===== src/hdl/mfd_pkg.sv =====
// ----------------------------------------------------------------------------
// mfd_pkg
// Shared constants, codes and types of the multiplexed frame deframer.
// ----------------------------------------------------------------------------
package mfd_pkg;

	localparam int CHANNELS     = 16;
	localparam int HEADER_BYTES = 6;
	localparam int PAD_UNIT     = 12;
	localparam int MAX_PAYLOAD  = 246;
	localparam int FIFO_DEPTH   = 4;

	localparam int CNT_W   = $clog2(MAX_PAYLOAD + HEADER_BYTES + PAD_UNIT);
	localparam int PAD_W   = $clog2(PAD_UNIT + 1);
	localparam int HDR_PAD = HEADER_BYTES % PAD_UNIT;

	localparam logic [1:0] KIND_BYTE  = 2'd0;
	localparam logic [1:0] KIND_EMPTY = 2'd1;
	localparam logic [1:0] KIND_ERR   = 2'd2;

	localparam logic REG_MAX_PAYLOAD = 1'b0;
	localparam logic REG_CHAN_EN     = 1'b1;

	typedef struct packed {
		logic [7:0]  max_payload;
		logic [15:0] channel_enable;
	} cfg_t;

	typedef struct packed {
		logic [1:0]  kind;
		logic [3:0]  chan;
		logic [7:0]  data;
		logic        last;
		logic        first;
		logic [15:0] sum;
	} token_t;

endpackage


===== src/hdl/mfd_parser.sv =====
// ----------------------------------------------------------------------------
// mfd_parser
// Front end: assembles headers, tracks payload and padding, and turns each
// received byte into zero or one result token.
// ----------------------------------------------------------------------------
module mfd_parser import mfd_pkg::*; (
	input  logic       clk,
	input  logic       arst_n,
	input  cfg_t       cfg,
	input  logic       byte_valid,
	input  logic [7:0] rx_byte,
	output logic       tok_valid,
	output token_t     tok
);

	typedef enum logic [1:0] {PH_HEADER, PH_PAYLOAD, PH_PAD} phase_t;

	phase_t             phase_q;
	logic [47:0]        hdr_q;
	logic [CNT_W-1:0]   cnt_q;
	logic [PAD_W-1:0]   pad_q;
	logic               known_q;

	logic [2:0]         hdr_idx;
	logic [CNT_W-1:0]   cnt_inc;
	logic [PAD_W-1:0]   pad_inc;
	logic [15:0]        len;
	logic [15:0]        ch;
	logic [15:0]        sum_hdr;
	logic               len_bad;
	logic               known_now;
	logic               pay_last;
	logic               hdr_done;

	always_comb begin
		hdr_idx   = cnt_q[2:0];
		hdr_done  = (hdr_idx == 3'(HEADER_BYTES - 1));
		cnt_inc   = cnt_q + CNT_W'(1);
		pad_inc   = (pad_q == PAD_W'(PAD_UNIT - 1)) ? '0 : pad_q + PAD_W'(1);
		ch        = hdr_q[15:0];
		len       = hdr_q[31:16];
		sum_hdr   = {rx_byte, hdr_q[39:32]};
		len_bad   = (len > {8'd0, cfg.max_payload}) || (len > 16'(MAX_PAYLOAD));
		known_now = (ch < 16'(CHANNELS)) && (ch < 16'd16) && cfg.channel_enable[ch[3:0]];
		pay_last  = cnt_inc >= (CNT_W'(len) + CNT_W'(HEADER_BYTES));

		tok_valid = 1'b0;
		tok.kind  = KIND_BYTE;
		tok.chan  = hdr_q[3:0];
		tok.data  = 8'd0;
		tok.last  = 1'b0;
		tok.first = 1'b0;
		tok.sum   = hdr_q[47:32];
		case (phase_q)
			PH_HEADER: begin
				if (hdr_done) begin
					if (len_bad) begin
						tok_valid = byte_valid;
						tok.kind  = KIND_ERR;
					end else if (len == 16'd0 && known_now) begin
						tok_valid = byte_valid;
						tok.kind  = KIND_EMPTY;
						tok.last  = 1'b1;
						tok.first = 1'b1;
						tok.sum   = sum_hdr;
					end
				end
			end
			PH_PAYLOAD: begin
				tok_valid = byte_valid && known_q;
				tok.data  = rx_byte;
				tok.last  = pay_last;
				tok.first = (cnt_q == CNT_W'(HEADER_BYTES));
			end
			default: begin
				tok_valid = 1'b0;
			end
		endcase
	end

	always_ff @(posedge clk or negedge arst_n) begin
		if (!arst_n) begin
			phase_q <= PH_HEADER;
			hdr_q   <= '0;
			cnt_q   <= '0;
			pad_q   <= '0;
			known_q <= 1'b0;
		end else if (byte_valid) begin
			case (phase_q)
				PH_HEADER: begin
					hdr_q[{hdr_idx, 3'b000} +: 8] <= rx_byte;
					if (hdr_done) begin
						if (len_bad) begin
							cnt_q <= '0;
						end else begin
							known_q <= known_now;
							pad_q   <= PAD_W'(HDR_PAD);
							if (len != 16'd0) begin
								phase_q <= PH_PAYLOAD;
								cnt_q   <= cnt_inc;
							end else if (HDR_PAD == 0) begin
								cnt_q <= '0;
							end else begin
								phase_q <= PH_PAD;
								cnt_q   <= cnt_inc;
							end
						end
					end else begin
						cnt_q <= cnt_inc;
					end
				end
				PH_PAYLOAD: begin
					cnt_q <= cnt_inc;
					pad_q <= pad_inc;
					if (pay_last) begin
						if (pad_inc == '0) begin
							phase_q <= PH_HEADER;
							cnt_q   <= '0;
						end else begin
							phase_q <= PH_PAD;
						end
					end
				end
				PH_PAD: begin
					cnt_q <= cnt_inc;
					pad_q <= pad_inc;
					if (pad_inc == '0) begin
						phase_q <= PH_HEADER;
						cnt_q   <= '0;
					end
				end
				default: begin
					phase_q <= PH_HEADER;
					cnt_q   <= '0;
				end
			endcase
		end
	end

endmodule


===== src/hdl/mfd_fifo.sv =====
// ----------------------------------------------------------------------------
// mfd_fifo
// Short token queue between the parser and the result stage.
// ----------------------------------------------------------------------------
module mfd_fifo import mfd_pkg::*; (
	input  logic   clk,
	input  logic   arst_n,
	input  logic   wr_en,
	input  token_t wr_tok,
	output logic   full,
	input  logic   rd_en,
	output token_t rd_tok,
	output logic   empty
);

	localparam int PTR_W  = $clog2(FIFO_DEPTH);
	localparam int FCNT_W = $clog2(FIFO_DEPTH + 1);

	token_t            mem_q [FIFO_DEPTH];
	logic [PTR_W-1:0]  wr_ptr_q;
	logic [PTR_W-1:0]  rd_ptr_q;
	logic [FCNT_W-1:0] count_q;
	logic              do_wr;
	logic              do_rd;

	assign full   = (count_q == FCNT_W'(FIFO_DEPTH));
	assign empty  = (count_q == '0);
	assign do_wr  = wr_en && !full;
	assign do_rd  = rd_en && !empty;
	assign rd_tok = mem_q[rd_ptr_q];

	always_ff @(posedge clk) begin
		if (do_wr) begin
			mem_q[wr_ptr_q] <= wr_tok;
		end
	end

	always_ff @(posedge clk or negedge arst_n) begin
		if (!arst_n) begin
			wr_ptr_q <= '0;
			rd_ptr_q <= '0;
			count_q  <= '0;
		end else begin
			if (do_wr) begin
				wr_ptr_q <= wr_ptr_q + PTR_W'(1);
			end
			if (do_rd) begin
				rd_ptr_q <= rd_ptr_q + PTR_W'(1);
			end
			case ({do_wr, do_rd})
				2'b10:   count_q <= count_q + FCNT_W'(1);
				2'b01:   count_q <= count_q - FCNT_W'(1);
				default: count_q <= count_q;
			endcase
		end
	end

endmodule


===== src/hdl/mfd_emitter.sv =====
// ----------------------------------------------------------------------------
// mfd_emitter
// Back end: keeps the payload byte sum, checks it on the last word and holds
// the result word for the consumer.
// ----------------------------------------------------------------------------
module mfd_emitter import mfd_pkg::*; (
	input  logic       clk,
	input  logic       arst_n,
	input  logic       tok_empty,
	input  token_t     tok,
	output logic       tok_pop,
	input  logic       pop,
	output logic       empty,
	output logic [1:0] kind,
	output logic [3:0] chan,
	output logic [7:0] data,
	output logic       last,
	output logic       checksum_ok
);

	logic        valid_q;
	logic [15:0] acc_q;
	logic [1:0]  kind_q;
	logic [3:0]  chan_q;
	logic [7:0]  data_q;
	logic        last_q;
	logic        ok_q;
	logic [15:0] acc_next;

	assign tok_pop  = !tok_empty && (!valid_q || pop);
	assign acc_next = (tok.first ? 16'd0 : acc_q) + {8'd0, tok.data};

	always_ff @(posedge clk or negedge arst_n) begin
		if (!arst_n) begin
			valid_q <= 1'b0;
			acc_q   <= '0;
		end else if (tok_pop) begin
			valid_q <= 1'b1;
			acc_q   <= acc_next;
		end else if (pop) begin
			valid_q <= 1'b0;
		end
	end

	always_ff @(posedge clk) begin
		if (tok_pop) begin
			kind_q <= tok.kind;
			chan_q <= tok.chan;
			data_q <= tok.data;
			last_q <= tok.last;
			ok_q   <= tok.last && (acc_next == tok.sum);
		end
	end

	assign empty       = !valid_q;
	assign kind        = kind_q;
	assign chan        = chan_q;
	assign data        = data_q;
	assign last        = last_q;
	assign checksum_ok = ok_q;

endmodule


===== src/hdl/mux_frame_deframer.sv =====
// ----------------------------------------------------------------------------
// mux_frame_deframer
// Byte-serial parser for multiplexed link frames with per-channel tagging.
// ----------------------------------------------------------------------------
// Takes one received byte per clock while full is low. Each byte is
// classified by the parser in the cycle it is accepted and any result is
// queued in a four-word token queue; the result stage moves one word per
// cycle into the output register while it is free or popped, and a result
// is registered in the token queue and then in the output register.
// full rises only when the token queue is full, which happens when the
// consumer holds pop low. Frames are a 6-byte little-endian header (channel,
// length, checksum), the payload and padding to a multiple of 12 bytes.
// Register 0 is max_payload (reset 246), register 1 is channel_enable
// (reset 3); write them only while idle.
// ----------------------------------------------------------------------------
module mux_frame_deframer import mfd_pkg::*; (
	input  logic        clk,
	input  logic        arst_n,
	input  logic        push,
	output logic        full,
	input  logic [7:0]  rx_byte,
	output logic        empty,
	input  logic        pop,
	output logic [1:0]  kind,
	output logic [3:0]  chan,
	output logic [7:0]  data,
	output logic        last,
	output logic        checksum_ok,
	input  logic        cfg_we,
	input  logic        cfg_index,
	input  logic [15:0] cfg_data
);

	cfg_t   cfg_q;
	logic   accept;
	logic   tok_valid;
	token_t tok_in;
	token_t tok_out;
	logic   tok_empty;
	logic   tok_pop;

	always_ff @(posedge clk or negedge arst_n) begin
		if (!arst_n) begin
			cfg_q.max_payload    <= 8'd246;
			cfg_q.channel_enable <= 16'd3;
		end else if (cfg_we) begin
			case (cfg_index)
				REG_MAX_PAYLOAD: cfg_q.max_payload    <= cfg_data[7:0];
				REG_CHAN_EN:     cfg_q.channel_enable <= cfg_data;
				default:         cfg_q                <= cfg_q;
			endcase
		end
	end

	assign accept = push && !full;

	mfd_parser u_parser (
		.clk        (clk),
		.arst_n     (arst_n),
		.cfg        (cfg_q),
		.byte_valid (accept),
		.rx_byte    (rx_byte),
		.tok_valid  (tok_valid),
		.tok        (tok_in)
	);

	mfd_fifo u_fifo (
		.clk    (clk),
		.arst_n (arst_n),
		.wr_en  (tok_valid),
		.wr_tok (tok_in),
		.full   (full),
		.rd_en  (tok_pop),
		.rd_tok (tok_out),
		.empty  (tok_empty)
	);

	mfd_emitter u_emitter (
		.clk         (clk),
		.arst_n      (arst_n),
		.tok_empty   (tok_empty),
		.tok         (tok_out),
		.tok_pop     (tok_pop),
		.pop         (pop),
		.empty       (empty),
		.kind        (kind),
		.chan        (chan),
		.data        (data),
		.last        (last),
		.checksum_ok (checksum_ok)
	);

endmodule


===== config.mk =====
export PLATFORM = sky130hd
export DESIGN_NAME = mux_frame_deframer
export DESIGN_NICKNAME = d
export VERILOG_FILES = /design/src/hdl/mfd_pkg.sv /design/src/hdl/mfd_parser.sv /design/src/hdl/mfd_fifo.sv /design/src/hdl/mfd_emitter.sv /design/src/hdl/mux_frame_deframer.sv
export SDC_FILE = /design/constraint.sdc
export NUM_CORES = 1
export LEC_CHECK = 0
export BUFFER_PORTS_ARGS = -buffer_cell sky130_fd_sc_hd__buf_2
export CORE_MARGIN = 3
export CORE_UTILIZATION = 40
export DETAILED_ROUTE_END_ITERATION = 10
export GPL_ROUTABILITY_DRIVEN = 0
export PLACE_DENSITY = 0.56
export SETUP_SLACK_MARGIN = 0.1
export SLEW_MARGIN = 20
export SYNTH_ARGS = -nofsm -noshare
export SYNTH_HDL_FRONTEND = slang
export SYNTH_SLANG_ARGS = --single-unit

===== constraint.sdc =====
create_clock -name clk -period 4.2 [get_ports clk]
set_clock_uncertainty 0.05 [all_clocks]
set_input_delay 1.05 -clock clk [delete_from_list [all_inputs] [get_ports clk]]
set_output_delay 1.05 -clock clk [all_outputs]
set_load 0.01 [all_outputs]

==> results.cfg, run 1 <==
[outcome]
outcome = completed

[global_routing]
grt_first_pass_wirelength_mm = 41.0
grt_max_degree = 88
grt_overflow = 0
grt_use_total = 0.167
grt_pass1_vias = 7137
antenna_found_initial = 0

[worst_setup_path]
cp_top_family = compound AO/OA/AOI/OAI gates
crit_arrival_ps = 3910
cpMaxStageDelayCell = dfrtp_2
critPathRequiredTime_ps = 4430
cp-end-kind = register
crit_fanout = 11
worstSetupPathType = reg -> reg
cp_cell_sequence = buf_4, mux4_2, ha_1, or3_1, or2_1, o21ai_1, xor2_1, a31o_2, o2111ai_1, nor4_2
start_kind = register
path_buf_inv = 1
slowest_delay_ps = 550

[power]
p_int_uw = 6230
p_comb_frac = 0.361
power.total_uw = 9440
powerDensity_mw_per_mm2 = 696
switching_power_uw = 3210
ir_drop_v = 0.000322
power.leakage_uw = 0.00533
p_sw_frac = 0.340
p_seq_frac = 0.380
p_clk_frac = 0.260

[sta]
slew_violations = 0
setup_tns_ps = 0
setup_viol = 0
fin_crit_sh = 0.875
max_slew_margin = 0.192
rsz0062_at_grt = no
fmax_mhz = 272
hold_viol = 0
post-route-min-period_ps = 3680
tightest_slew_ps = 1200

[detailed_routing]
drc = 0
drtAntennaViolNets = 0
via_count = 6910
avgViaCountPerCell = 5.33
wire_per_inst_microns = 19.7
drt_iter0_drc = 597
totalWireLength_mm = 25.5
dr.pass1.iters = 7

[synth]
synth_top_flop_cell = edfxtp_1
synth_top_family_by_area = multiplexers
synthXorXnorAreaFrac = 0.0303
synth_edf_count = 144
netlist_area_sq_mm = 0.0119
synth-compound-area-share = 0.0661
synthArstFlopShare = 0.438
synth_top_area_frac = 0.365
synth_fa_ha_area_frac = 0.0467
synthDistinctLibCells = 78
yosys-top-cells-area = edfxtp_1, dfrtp_1, mux2_2, mux4_2, ha_1
synthMuxAreaShare = 0.149
synthCells = 815
syn_nets = 888
synthSimpleGateAreaFrac = 0.0857
yosys.area.top_type = edfxtp_1
synth_warnings = 0
synth_seq_cells = 256
syn_avg_cell_area_sq_um = 14.5
ys_seq_area_frac = 0.602

[clock_tree]
post_cts_buffers = 0
ctsHoldBuffers = 0
worst_skew_pair.late_latency_ps = 550
numCtsBuffers = 28
postCtsResizedCells = 0
cts_tree = built
htreeDepth = 1
clk_path_buf_depth = 3
clkSinkCount = 256
cts_root_buf = clkbuf_16
clk_pin_slew_ps = 60

[cells_and_area]
area_growth_pct = 14.5
final_common_cell = edfxtp_1
nNetsFinal = 963
postLayoutCoreUtil = 0.469
drive_gt1_frac = 0.277
fill_cells = 2553
diodes = 0
most-common-layout-cells = edfxtp_1, dfrtp_1, mux2_2, nand2_1, buf_2
stdcell_area_sq_mm = 0.0136

[floorplanning]
die_area_sq_mm = 0.0317
core_area_sq_mm = 0.0289
initial_core_util = 0.410
row_count = 62
dieWidth_microns = 178
dieHeight_microns = 178
io_pins = 48

[job]
cap_viol_max_count = 0

[placement]
portBuffers = 47
placed_cell_area_sq_mm = 0.0126
dp_hpwl_mm = 17.2

[min_path]
hold_class = in -> async
==> per-stage QoR <==
| step | std cells | hold WS (ps) | setup slack [ps] |
|---|---|---|---|
| 6_report | 1296 | 391 | 524 |
| 5_1_grt | 1296 | 404 | 124 |
| 4_1_cts | 1296 | 385 | 501 |
| 3_5_place_dp | 1244 | 425 | 509 |
| 3_3_place_gp | 1244 | 422 | 581 |
| 2_1_floorplan | 815 | 406 | 145 |
==> state kept, by name, summed over array words and instances (netlist names) <==
| register | flops |
|---|---|
| u_emitter.valid_q | 1 |
| u_fifo.mem_q | 128 |
| u_parser.pad_q | 4 |
| u_parser.cnt_q | 9 |
| u_parser.known_q | 1 |
| u_emitter.data | 8 |
| u_emitter.last | 1 |
| u_parser.phase_q | 2 |
| u_emitter.kind | 2 |
| u_fifo.rd_ptr_q | 2 |
| u_emitter.checksum_ok | 1 |
| u_parser.hdr_q | 48 |
| u_emitter.acc_q | 16 |
| u_fifo.wr_ptr_q | 2 |
| cfg_q | 24 |
| u_fifo.count_q | 3 |
| u_emitter.chan | 4 |
==> logic make-up (layout without fill, tap and decap cells) <==
kind of cell               count (synthesis)  in the layout
adders and majority gates                 43             43
DFF                                      256            256
muxes                                    121            121
buffers and inverters                     56            153
AOI/OAI and AO/OA                        111            111
and+or+nand+nor                          187            187
xor gates and xnor gates                  41             41
==> cell usage after synthesis, drive strengths merged (5+ instances only) <==
| cell | number |
|---|---|
| o211ai | 5 |
| nor2 | 27 |
| a21oi | 18 |
| nor3 | 18 |
| mux4 | 35 |
| ha | 41 |
| inv | 33 |
| xor2 | 16 |
| nand3 | 14 |
| a22o | 7 |
| nand4 | 7 |
| dfstp | 8 |
| nor4 | 13 |
| and2 | 12 |
| mux2i | 7 |
| nor2b | 14 |
| dfrtp | 104 |
| mux2 | 79 |
| a211oi | 6 |
| o21ai | 27 |
| edfxtp | 144 |
| buf | 11 |
| clkbuf | 12 |
| nand2 | 54 |
| o31ai | 8 |
| xnor2 | 25 |
| a21o | 7 |
==> power groups by stage <==
stage          Sequential, uW  Clock, uW  Combinational [uW]
6_report                 3590       2450                3410
5_1_grt                  3660       2630                3830
4_1_cts                  3590       2520                3460
3_5_place_dp             3640          0                3440
3_3_place_gp             3640          0                3400
2_1_floorplan            3510          0                2610
==> worst paths after layout <==
| path | from | endpoint | slack (ps) | depth (start not counted) |
|---|---|---|---|---|
| min in group clk | u_fifo.count_q[2] | u_fifo.count_q[2] | 440 | 1 |
| worst max-delay path | u_fifo.rd_ptr_q[0] | u_emitter.checksum_ok | 520 | 10 |
| worst max register to register | u_fifo.rd_ptr_q[0] | u_emitter.checksum_ok | 520 | 10 |
| max in group asynchronous | arst_n | cfg_q[21] | 2860 | 2 |
| worst min register to register | u_fifo.count_q[2] | u_fifo.count_q[2] | 440 | 1 |
| worst min-delay path | arst_n | u_emitter.acc_q[6] | 390 | 1 |
==> per-layer routing <==
layer / track usage / part of all wire / up-vias
met5: 0 / 0 / -
met4: 0.0419 / 0.020 / 0
met3: 0.0196 / 0.037 / 42
met2: 0.279 / 0.48 / 131
met1: 0.234 / 0.46 / 3492
li1: - / - / 3245
==> worst reg2reg max path, cell delays in order (launching register included) <==
cell	delay (ps)
dfrtp_2	550
buf_4	210
mux4_2	530
ha_1	280
or3_1	400
or2_1	250
o21ai_1	480
xor2_1	130
a31o_2	260
o2111ai_1	220
nor4_2	60
==> final cells by class <==
class | count | area (sq um) | share of cell area
clock buffer | 45 | 823 | 0.0607
clock inverter | 7 | 103 | 0.00756
inverter | 33 | 124 | 0.00913
multi-input combinational | 503 | 4490 | 0.331
sequential | 256 | 7140 | 0.526
tap | 384 | 480 | 0.0354
timing repair buffer | 68 | 408 | 0.0301
(Power assumes the default switching activity.)
==> inputs of run 2 (changes only) <==
--- a/config.mk
+++ b/config.mk
@@ -11,6 +11,7 @@
 export DETAILED_ROUTE_END_ITERATION = 10
 export GPL_ROUTABILITY_DRIVEN = 0
 export PLACE_DENSITY = 0.56
+export RECOVER_POWER = 100
 export SETUP_SLACK_MARGIN = 0.1
 export SLEW_MARGIN = 20
 export SYNTH_ARGS = -nofsm -noshare
==> results.cfg, run 2 (synthesis gave the netlist of run 1 again) <==
[clock_tree]
post_cts_buffers = 0
htreeDepth = 1
ctsHoldBuffers = 0
clk_path_buf_depth = 3
clkSinkCount = 256
cts_tree = built
numCtsBuffers = 28
worst_skew_pair.late_latency_ps = 540
clk_pin_slew_ps = 60
cts_root_buf = clkbuf_16
postCtsResizedCells = 0

[sta]
tightest_slew_ps = 1910
rsz0062_at_grt = no
slew_violations = 63
hold_viol = 0
fmax_mhz = 265
max_slew_margin = -0.271
setup_viol = 0
fin_crit_sh = 0.900
post-route-min-period_ps = 3780
setup_tns_ps = 0

[cells_and_area]
area_growth_pct = 13.2
final_common_cell = edfxtp_1
nNetsFinal = 963
diodes = 0
most-common-layout-cells = edfxtp_1, dfrtp_1, mux2_2, nand2_1
largest_register_ffs = 128
drive_gt1_frac = 0.228
top_regs = u_fifo.mem_q: 128 flops, u_parser.hdr_q: 48 flops, cfg_q: 24 flops
regMostFlops = u_fifo.mem_q
postLayoutCoreUtil = 0.464

[power]
powerDensity_mw_per_mm2 = 698
power.total_uw = 9370
power.leakage_uw = 0.00517
ir_drop_v = 0.000321

[global_routing]
met3_usage = 0.0196
grt_use_total = 0.167
grt_max_degree = 88
globalRouteMet2Util = 0.279
grt_use_met1 = 0.234
busiest_layer = met2
grt_overflow = 0
grt_first_pass_wirelength_mm = 41.0
antenna_found_initial = 0
grt_pass1_vias = 7137

[worst_setup_path]
crit_arrival_ps = 4010
cp-end-kind = register
regToRegEndpoint = u_emitter.checksum_ok
worstSetupPathType = reg -> reg
start_kind = register
regToRegSetupSlack_ps = 420
timing.rr.start = u_fifo.rd_ptr_q[0]
worst-r2r-cell-count = 10
critPathRequiredTime_ps = 4430
crit_fanout = 11

[min_path]
hold_path_depth = 1
hold_class = reg -> reg
worst_hold_path.endpoint = u_fifo.count_q[2]
worstHoldStart = u_fifo.count_q[2]

[floorplanning]
row_count = 62
core_area_sq_mm = 0.0289
initial_core_util = 0.410
io_pins = 48
dieHeight_microns = 178
die_area_sq_mm = 0.0317
dieWidth_microns = 178

[detailed_routing]
dr.pass1.iters = 4
drtAntennaViolNets = 0
via_count = 6915
drt_iter0_drc = 540
totalWireLength_mm = 25.6
avgViaCountPerCell = 5.34
drc = 0
wire_per_inst_microns = 19.7

[placement]
dp_hpwl_mm = 17.2
portBuffers = 47

[outcome]
outcome = complete, but fails checks
violations = capacitance limit, slew limit

[job]
cap_viol_max_count = 2
run 2: worst max-delay path by stage:
stage,from,end,slack [ps],depth (start not counted)
final,u_fifo.rd_ptr_q[0],u_emitter.checksum_ok,420,10
after global routing,u_fifo.rd_ptr_q[0],u_emitter.checksum_ok,70,10
after CTS,u_fifo.rd_ptr_q[0],u_emitter.checksum_ok,500,10
after detailed placement,u_fifo.rd_ptr_q[0],u_emitter.checksum_ok,510,10
after global placement,u_fifo.rd_ptr_q[0],u_emitter.checksum_ok,580,10
after floorplan,u_fifo.rd_ptr_q[0],u_emitter.checksum_ok,140,14
run 2: metrics by stage:
| step | area, sq um | std cells | hold WS [ps] | setup WS [ps] |
|---|---|---|---|---|
| 5_1_grt | 13400 | 1296 | 455 | 65.8 |
| 3_5_place_dp | 12600 | 1244 | 425 | 509 |
| 2_1_floorplan | 11900 | 815 | 406 | 145 |
| 4_1_cts | 13600 | 1296 | 385 | 501 |
| 3_3_place_gp | 12600 | 1244 | 422 | 581 |
| 6_report | 13400 | 1296 | 441 | 421 |
run 2: final cells by class:
class	instances	area, sq um
fillers	2588	15500
flip-flops and latches	256	7140
multi-input cells	503	4420
clock buffers	45	823
well taps	384	480
repair buffers	68	328
inverters	33	124
clock inverters	7	103
run 2: power by group:
part / total [uW] / switching [uW] / internal (uW)
Combinational: 3330 / 1840 / 1490
Clock: 2450 / 982 / 1470
Sequential: 3590 / 369 / 3220
run 2: per-layer routing:
metal	share of wire	vias up	wire (microns)
met5	0	-	0
met3	0.033	38	837
li1	-	3254	-
met1	0.46	3512	11800
met4	0.018	0	470
met2	0.49	111	12500
run 2: worst max-delay path, cell delays in order, from the launching register on:
cell and delay [ps]:
dfrtp_2 550, clkbuf_1 280, mux4_2 570, ha_1 280, or3_1 400, or2_1 250, o21ai_1 470, xor2_1 130
a31o_2 270, o2111ai_1 220, nor4_2 60
==> inputs of run 3 (changes only) <==
--- a/config.mk
+++ b/config.mk
@@ -5,12 +5,13 @@
 export SDC_FILE = /design/constraint.sdc
 export NUM_CORES = 1
 export LEC_CHECK = 0
+export ABC_AREA = 1
 export BUFFER_PORTS_ARGS = -buffer_cell sky130_fd_sc_hd__buf_2
 export CORE_MARGIN = 3
 export CORE_UTILIZATION = 40
 export DETAILED_ROUTE_END_ITERATION = 10
 export GPL_ROUTABILITY_DRIVEN = 0
-export PLACE_DENSITY = 0.56
+export PLACE_DENSITY = 0.54
 export RECOVER_POWER = 100
 export SETUP_SLACK_MARGIN = 0.1
 export SLEW_MARGIN = 20
==> constraint.sdc (replaced) <==
create_clock -name clk -period 4.15 [get_ports clk]
set_clock_uncertainty 0.05 [all_clocks]
set_input_delay 1.0375 -clock clk [delete_from_list [all_inputs] [get_ports clk]]
set_output_delay 1.0375 -clock clk [all_outputs]
set_load 0.01 [all_outputs]
==> results.cfg, run 3 <==
[sta]
rsz0062_at_grt = no
fin_crit_sh = 0.894
post-route-min-period_ps = 3710
hold_viol = 0
setup_viol = 0
slew_violations = 77
fmax_mhz = 270
max_slew_margin = -0.926
tightest_slew_ps = 2890
setup_tns_ps = 0

[clock_tree]
worst_skew_pair.late_latency_ps = 550
ctsHoldBuffers = 0
post_cts_buffers = 0
clk_path_buf_depth = 3
htreeDepth = 1
numCtsBuffers = 28
postCtsResizedCells = 0
cts_root_buf = clkbuf_16
cts_tree = built
clkSinkCount = 256
clk_pin_slew_ps = 60

[outcome]
violations = capacitance limit, slew limit
outcome = complete, but fails checks

[cells_and_area]
fill_cells = 2779
postLayoutCoreUtil = 0.460
nNetsFinal = 1394
final_common_cell = nand2_1
largest_register_ffs = 128
most-common-layout-cells = nand2_1, edfxtp_1, inv_1, o21ai_0, nor2_1
regMostFlops = u_fifo.mem_q
area_growth_pct = 12.9
drive_gt1_frac = 0.0819
diodes = 0
top_regs = u_fifo.mem_q: 128 flops, u_parser.hdr_q: 48 flops, cfg_q: 24 flops

[floorplanning]
core_area_sq_mm = 0.0297
dieWidth_microns = 180
row_count = 63
io_pins = 48
dieHeight_microns = 180
die_area_sq_mm = 0.0324
initial_core_util = 0.408

[worst_setup_path]
cp_cell_sequence = buf_2, nor2_1, a31oi_4, clkbuf_1, inv_1, nor2_1, xor2_1
regToRegSetupSlack_ps = 570
slowest_delay_ps = 1350
critPathRequiredTime_ps = 4560
cpMostUsedCell = nor2_1
timing.rr.start = u_fifo.count_q[0]
worstSetupPathType = in -> reg
regToRegEndpoint = u_fifo.rd_ptr_q[1]
cp_top_family = buffers and inverters
cp.depth = 7
path_buf_inv = 3
cp-end-kind = register
start_kind = input port
crit_arrival_ps = 4120
crit_fanout = 32
cpMaxStageDelayCell = clkbuf_1
worst-r2r-cell-count = 6

[synth]
synthDistinctLibCells = 43
synth_top_area_frac = 0.357
synth_edf_count = 144
synth_warnings = 0
yosys.area.top_type = edfxtp_1
synth_common_cells = nand2_1, edfxtp_1, inv_1
synthCells = 1268
netlist_area_sq_mm = 0.0121
syn_nets = 1341
synth_top_flop_cell = edfxtp_1
synthArstFlopShare = 0.438
synth.most_common_cell = nand2_1
ys_seq_area_frac = 0.589
synth_seq_cells = 256
syn_avg_cell_area_sq_um = 9.55
yosys-top-cells-area = edfxtp_1, dfrtp_1, nand2_1, o21ai_0, nand3_1

[global_routing]
antenna_found_initial = 0
grt_use_met1 = 0.237
grt_overflow = 0
busiest_layer = met2
met3_usage = 0.0240
grt_pass1_vias = 8419
globalRouteMet2Util = 0.282
grt_max_degree = 70
grt_first_pass_wirelength_mm = 45.1
grt_use_total = 0.171

[min_path]
hold_path_depth = 2
hold_class = reg -> reg
worst_hold_path.endpoint = u_emitter.acc_q[4]
worstHoldStart = u_emitter.acc_q[4]

[job]
cap_viol_max_count = 2

[detailed_routing]
via_count = 8672
drtAntennaViolNets = 0
totalWireLength_mm = 27.8
wire_per_inst_microns = 16.1
drt_iter0_drc = 561
dr.pass1.iters = 4
drc = 0
avgViaCountPerCell = 5.00

[placement]
portBuffers = 47
dp_hpwl_mm = 18.6

[power]
power.leakage_uw = 0.00600
power.total_uw = 10100
powerDensity_mw_per_mm2 = 739
ir_drop_v = 0.000324
run 3: cell count changes after synthesis, moves of 9 or more:
| cell | delta |
|---|---|
| o21ai_1 | +15 |
| nor2_1 | +80 |
| xnor2_1 | -22 |
| and2_1 | -12 |
| o21ai_0 | +88 |
| inv_1 | +97 |
| nand2_1 | +270 |
| buf_2 | +9 |
| nand3_1 | +90 |
| mux2_2 | -61 |
| o22ai_1 | +15 |
| mux4_2 | -35 |
| nor2b_1 | -13 |
run 3: worst reg2reg max path, stage by stage, from the launching register on:
cell and delay [ps]:
dfrtp_1 430, inv_1 100, a31oi_4 150, clkbuf_1 1350, inv_1 850, nor2_1 400, xor2_1 170
run 3: layout make-up:
cell class | count | area [sq um] | share of cell area
Tap cell | 390 | 488 | 0.0357
Multi-Input combinational cell | 839 | 4320 | 0.315
Clock buffer | 33 | 719 | 0.0526
Inverter | 137 | 514 | 0.0376
Sequential cell | 256 | 7140 | 0.522
Clock inverter | 19 | 200 | 0.0146
Timing Repair Buffer | 59 | 304 | 0.0222
run 3: through the flow:
| step | std cells | instance area, sq um | hold slack [ps] | worst slack, ps |
|---|---|---|---|---|
| 2_1_floorplan | 1268 | 12100 | 395 | 623 |
| 3_3_place_gp | 1681 | 12800 | 416 | 642 |
| 3_5_place_dp | 1681 | 12800 | 417 | 538 |
| 4_1_cts | 1733 | 13700 | 432 | 516 |
| 5_1_grt | 1733 | 13700 | 448 | 150 |
| 6_report | 1733 | 13700 | 432 | 441 |
run 3: worst max path at each step:
stage                                        to               start  slack [ps]
after floorplan              u_fifo.mem_q[0][0]                push         620
after CTS                 u_emitter.checksum_ok  u_fifo.rd_ptr_q[0]         520
after global routing      u_emitter.checksum_ok  u_fifo.rd_ptr_q[0]         150
after detailed placement  u_emitter.checksum_ok  u_fifo.rd_ptr_q[0]         540
after global placement    u_emitter.checksum_ok  u_fifo.rd_ptr_q[0]         640
final                        u_fifo.rd_ptr_q[1]                 pop         440
run 3: cell families (layout without fill, tap and decap cells):
| logic type | count (synthesis) | count (layout) | synth area share |
|---|---|---|---|
| muxes | 11 | 11 | 0.0102 |
| buffers and inverters | 173 | 248 | 0.0559 |
| adders and majority gates | 43 | 43 | 0.0457 |
| AOI/OAI and AO/OA | 189 | 189 | 0.0840 |
| DFF | 256 | 256 | 0.589 |
| and+or+nand+nor | 576 | 576 | 0.199 |
| xor gates and xnor gates | 20 | 20 | 0.0157 |
run 3: power breakdown:
part	internal [uW]	switching [uW]
sequential	3370	369
combinational	1300	2580
clock	1480	1000
run 3: per-layer routing:
layer  up-vias  share of wire  wire length (microns)
li1       4368              -                      -
met4         0          0.026                    714
met3        44          0.038                   1070
met2       143           0.47                  13100
met5         -              0                      0
met1      4117           0.47                  13000
